==> src/design/cso_pkg.sv <==
// shared constants, types and controller/datapath interface structs for the site counter
package cso_pkg;

   localparam int SLOT_W      = 10;
   localparam int TABLE_SLOTS = 1 << SLOT_W;
   localparam int HALF_SLOTS  = TABLE_SLOTS / 2;
   localparam int DATA_W      = 32;

   typedef logic [SLOT_W-1:0] slot_type;
   typedef logic [SLOT_W:0]   occ_type;
   typedef logic [DATA_W-1:0] word_type;

   typedef struct packed {
      logic     valid;
      word_type key;
      word_type count;
   } entry_type;

   localparam int ENTRY_W = $bits(entry_type);

   typedef struct packed {
      logic clear_wr;
      logic accept;
      logic step;
      logic insert;
      logic update;
      logic reject;
   } cso_cmd_type;

   typedef struct packed {
      logic clear_last;
      logic empty;
      logic hit;
      logic half_full;
      logic out_free;
   } cso_status_type;

endpackage

==> src/design/cso_ctrl.sv <==
// controller state machine: clearing pass, idle, probe walk
module cso_ctrl
   import cso_pkg::*;
(
   input  logic           clock,
   input  logic           reset,
   input  logic           req_valid,
   output logic           req_stall,
   input  cso_status_type status,
   output cso_cmd_type    cmd
);

   localparam logic [1:0] ST_CLEAR = 2'd0;
   localparam logic [1:0] ST_IDLE  = 2'd1;
   localparam logic [1:0] ST_PROBE = 2'd2;

   logic [1:0] state_ff;
   logic [1:0] state_in;

   always_comb begin
      cmd      = '0;
      state_in = state_ff;
      case (state_ff)
         ST_CLEAR: begin
            cmd.clear_wr = 1'b1;
            if (status.clear_last) begin
               state_in = ST_IDLE;
            end
         end
         ST_IDLE: begin
            if (req_valid) begin
               cmd.accept = 1'b1;
               state_in   = ST_PROBE;
            end
         end
         ST_PROBE: begin
            if (!status.empty && !status.hit) begin
               cmd.step = 1'b1;
            end else if (status.out_free) begin
               // finish only when the output register can take the result
               cmd.update = status.hit;
               cmd.insert = status.empty && !status.half_full;
               cmd.reject = status.empty && status.half_full;
               state_in   = ST_IDLE;
            end
         end
         default: begin
            state_in = ST_IDLE;
         end
      endcase
   end

   always_ff @(posedge clock) begin
      if (reset) begin
         state_ff <= ST_CLEAR;
      end else begin
         state_ff <= state_in;
      end
   end

   assign req_stall = (state_ff != ST_IDLE);

endmodule

==> config.mk <==
export PLATFORM = sky130hd
export DESIGN_NAME = cso_ctrl
export DESIGN_NICKNAME = d
export VERILOG_FILES = /design/src/design/cso_pkg.sv /design/src/design/cso_ctrl.sv
export SDC_FILE = /design/constraint.sdc
export NUM_CORES = 1
export LEC_CHECK = 0
export ABC_CLOCK_PERIOD_IN_PS = 1030
export BUFFER_PORTS_ARGS = -buffer_cell sky130_fd_sc_hd__buf_2
export CORE_AREA = 5 5 42 44
export CTS_BUF_LIST = sky130_fd_sc_hd__clkbuf_8
export CTS_CLUSTER_SIZE = 10
export DETAILED_ROUTE_END_ITERATION = 16
export DIE_AREA = 0 0 47 49
export PLACE_DENSITY = 0.34
export RECOVER_POWER = 50
export SETUP_SLACK_MARGIN = 0.15
export SLEW_MARGIN = 20
export SYNTH_ARGS = -nofsm -noshare
export SYNTH_HDL_FRONTEND = slang
export SYNTH_SLANG_ARGS = --single-unit
==> constraint.sdc <==
create_clock -name clock -period 1.03 [get_ports clock]
set_input_delay 0 -clock clock [delete_from_list [all_inputs] [get_ports clock]]
set_output_delay 0 -clock clock [all_outputs]
set_load 0.05 [all_outputs]
==> flow_summary.toml <==
[run_status]
status = "finished with violations"
violations = "setup timing"

[pwr]
powerDensity_nw_per_um2 = 1330
switching_power_uw = 174.4
vdd_drop_max_mv = 0.5556
p_comb_frac = 0.318
swShare = 0.2969
seq_power_share = 0.155
internal_power_uw = 413.0
p_leak_uw = 0.0001958
clockPowerShare = 0.526

[worst_setup_path]
path_cells = "nor2b_4 > nor3b_4 > buf_6"
cp-end-kind = "output port"
required_ps = 1030
worst-path-buf-inv = 1
crit_slowest_cell = "dfxtp_2"
critPathMaxFanout = 4
start_kind = "flip-flop"
slowest_delay_ps = 310
critPathTopFamily = "simple AND/OR/NAND/NOR gates"
worstSetupPathType = "reg -> out"
arrival_ps = 1110

[final_layout]
layout_commonest_cell = "buf_2"
num_antenna_cells = 0
regMostFlops = "state_ff"
fin_nets = 52
reg.largest.list = "state_ff (2)"
final_cell_mix = "buf_2, buf_6, buf_4"
largest_register_ffs = 2
layout-drive-gt1-share = 0.8333
area.growth.synth_to_final_pct = 201.7
fin_area_um2 = 441.7

[timing]
rsz0062_at_grt = "yes"
finalHoldViolations = 0
finalCritPeriodShare = 1.081
skew_ps = 2.748
setup_ws_ps = -83.82
totalNegativeSetupSlack_ps = -451.7
fmax_mhz = 897.8
worstMarginPinSlew_ps = 358.0
relSlewSlack = 0.7597
fin_crit_ps = 1114
slew_violations = 0
setup_viol = 8

[synthesis]
yosysWarnings = 0
yosysSeqAreaShare = 0.2735
ys_ff_latch = 2
syn_area_per_cell_um2 = 7.705
syn-cell-area_um2 = 146.4
synthCells = 19
synth.distinct_cells = 13
syn_nets = 27

[die]
rows = 14
dieWidth_um = 47
io_pins = 15
die_h_um = 49
initial_utilization = 0.1045
core_um2 = 1401
die_area_um2 = 2303

[global_route]
grt_pass1_wl_um = 952
grt_pass1_vias = 250
grt_util_all_layers = 0.06470
grt_max_degree = 6
overflow = 0
antenna_found_initial = 0

[worst_hold_path]
holdCritPathClass = "in -> reg"

[route]
drtIter0Drc = 0
wirelength_um = 627
num_vias = 232
routedWlPerCell_um = 10.81
viasPerCell = 4.000
drc_errors = 0
drtAntennaViolNets = 0
drtPass1Iterations = 1

[run]
maxCapViolations = 0

[place]
placed_cell_area_um2 = 277.8
gp_congestion = 0.6632
hpwl_um = 409.3
port_buffers = 14

[cts]
clk_pin_slew_ps = 30
cts_sinks = 2
clk_latency_ps = 210
cts_buffers = 3
cts-root-buf = "clkbuf_8"
htreeDepth = 1
cts_buffer_depth = 2
cts_tree = "built"
[through the flow]
step / worst slack [ps] / utilization / hold slack, ps / instances / total power [µW]
6_report: -83.82 / 0.3152 / 159.1 / 58 / 587.3
5_1_grt: -131.0 / 0.3152 / 166.2 / 58 / 623.2
4_1_cts: -97.65 / 0.2991 / 139.6 / 57 / 590.8
3_5_place_dp: -63.30 / 0.1982 / 175.6 / 51 / 226.9
3_3_place_gp: -19.68 / 0.1982 / 178.5 / 51 / 226.1
2_1_floorplan: 35.03 / - / 58.82 / 19 / 179.2
[per-layer routing]
layer / wire (µm) / part of all wire / track usage
met1: 200 / 0.32 / 0.04814
met2: 311 / 0.50 / 0.09955
met3: 91 / 0.15 / 0.04059
met4: 24 / 0.038 / 0.06912
met5: 0 / 0 / 0
[final timing paths]
path | from | endpoint | slack (ps) | cells after the start
max | state_ff[1]$_SDFFE_PP0P_ | cmd[3] | -80 | 3
max reg2reg | state_ff[1]$_SDFFE_PP0P_ | state_ff[0]$_SDFFE_PP0P_ | -70 | 6
min reg2reg | state_ff[1]$_SDFFE_PP0P_ | state_ff[0]$_SDFFE_PP0P_ | 610 | 2
min | req_valid | state_ff[0]$_SDFFE_PP0P_ | 160 | 3
[area by class of cell]
class                           instances  area [µm²]
Inverter                                1       3.754
Sequential cell                         2       42.54
Fill cell                             157       959.7
Multi-Input combinational cell         16       161.4
Tap cell                               16       20.02
Timing Repair Buffer                   20       172.7
Clock buffer                            3       41.29
[cell usage after synthesis (all sizes together)]
library cell,n,area (µm²)
nor2,5,21.27
a21oi,3,15.01
dfxtp,2,40.04
and3,1,6.260
and3b,1,8.760
inv,1,3.750
nand3,1,5.000
nor2b,1,13.76
nor3b,1,12.51
o21a,1,7.510
o21ai,1,5.000
or2b,1,7.510
[worst reg2reg max path, delay by kind of cell, from the launching register on]
kind	cells	cell delay, ps
buf+inv	3	310
flops	1	310
compound gates	2	160
simple gates	1	200
[what timing repair did]
action | in CTS | in global routing
hold buffers | 1 | 0
endpoints found under the hold margin | 1 | 0
buffers inserted | 2 | 1
pin swaps | 0 | 1
endpoints found under the setup margin | 9 | 9
resized for setup | 21 | 5
[cells by family after synthesis]
kind of cell | after synthesis | share of synthesized area
and+or+nand+nor | 11 | 0.5128
AOI/OAI and AO/OA | 5 | 0.1880
DFF | 2 | 0.2735
buffers and inverters | 1 | 0.02562
[power groups by stage]
| stage | clock network (µW) | registers (µW) | logic [µW] |
|---|---|---|---|
| floorplan | 0 | 94.9 | 84.3 |
| finish | 309 | 91.3 | 187 |
| detailed placement | 0 | 92.2 | 135 |
| global placement | 0 | 92.0 | 134 |
| global route | 333 | 92.0 | 198 |
| CTS | 320 | 91.3 | 180 |
Power figures use the tool's default switching activity.
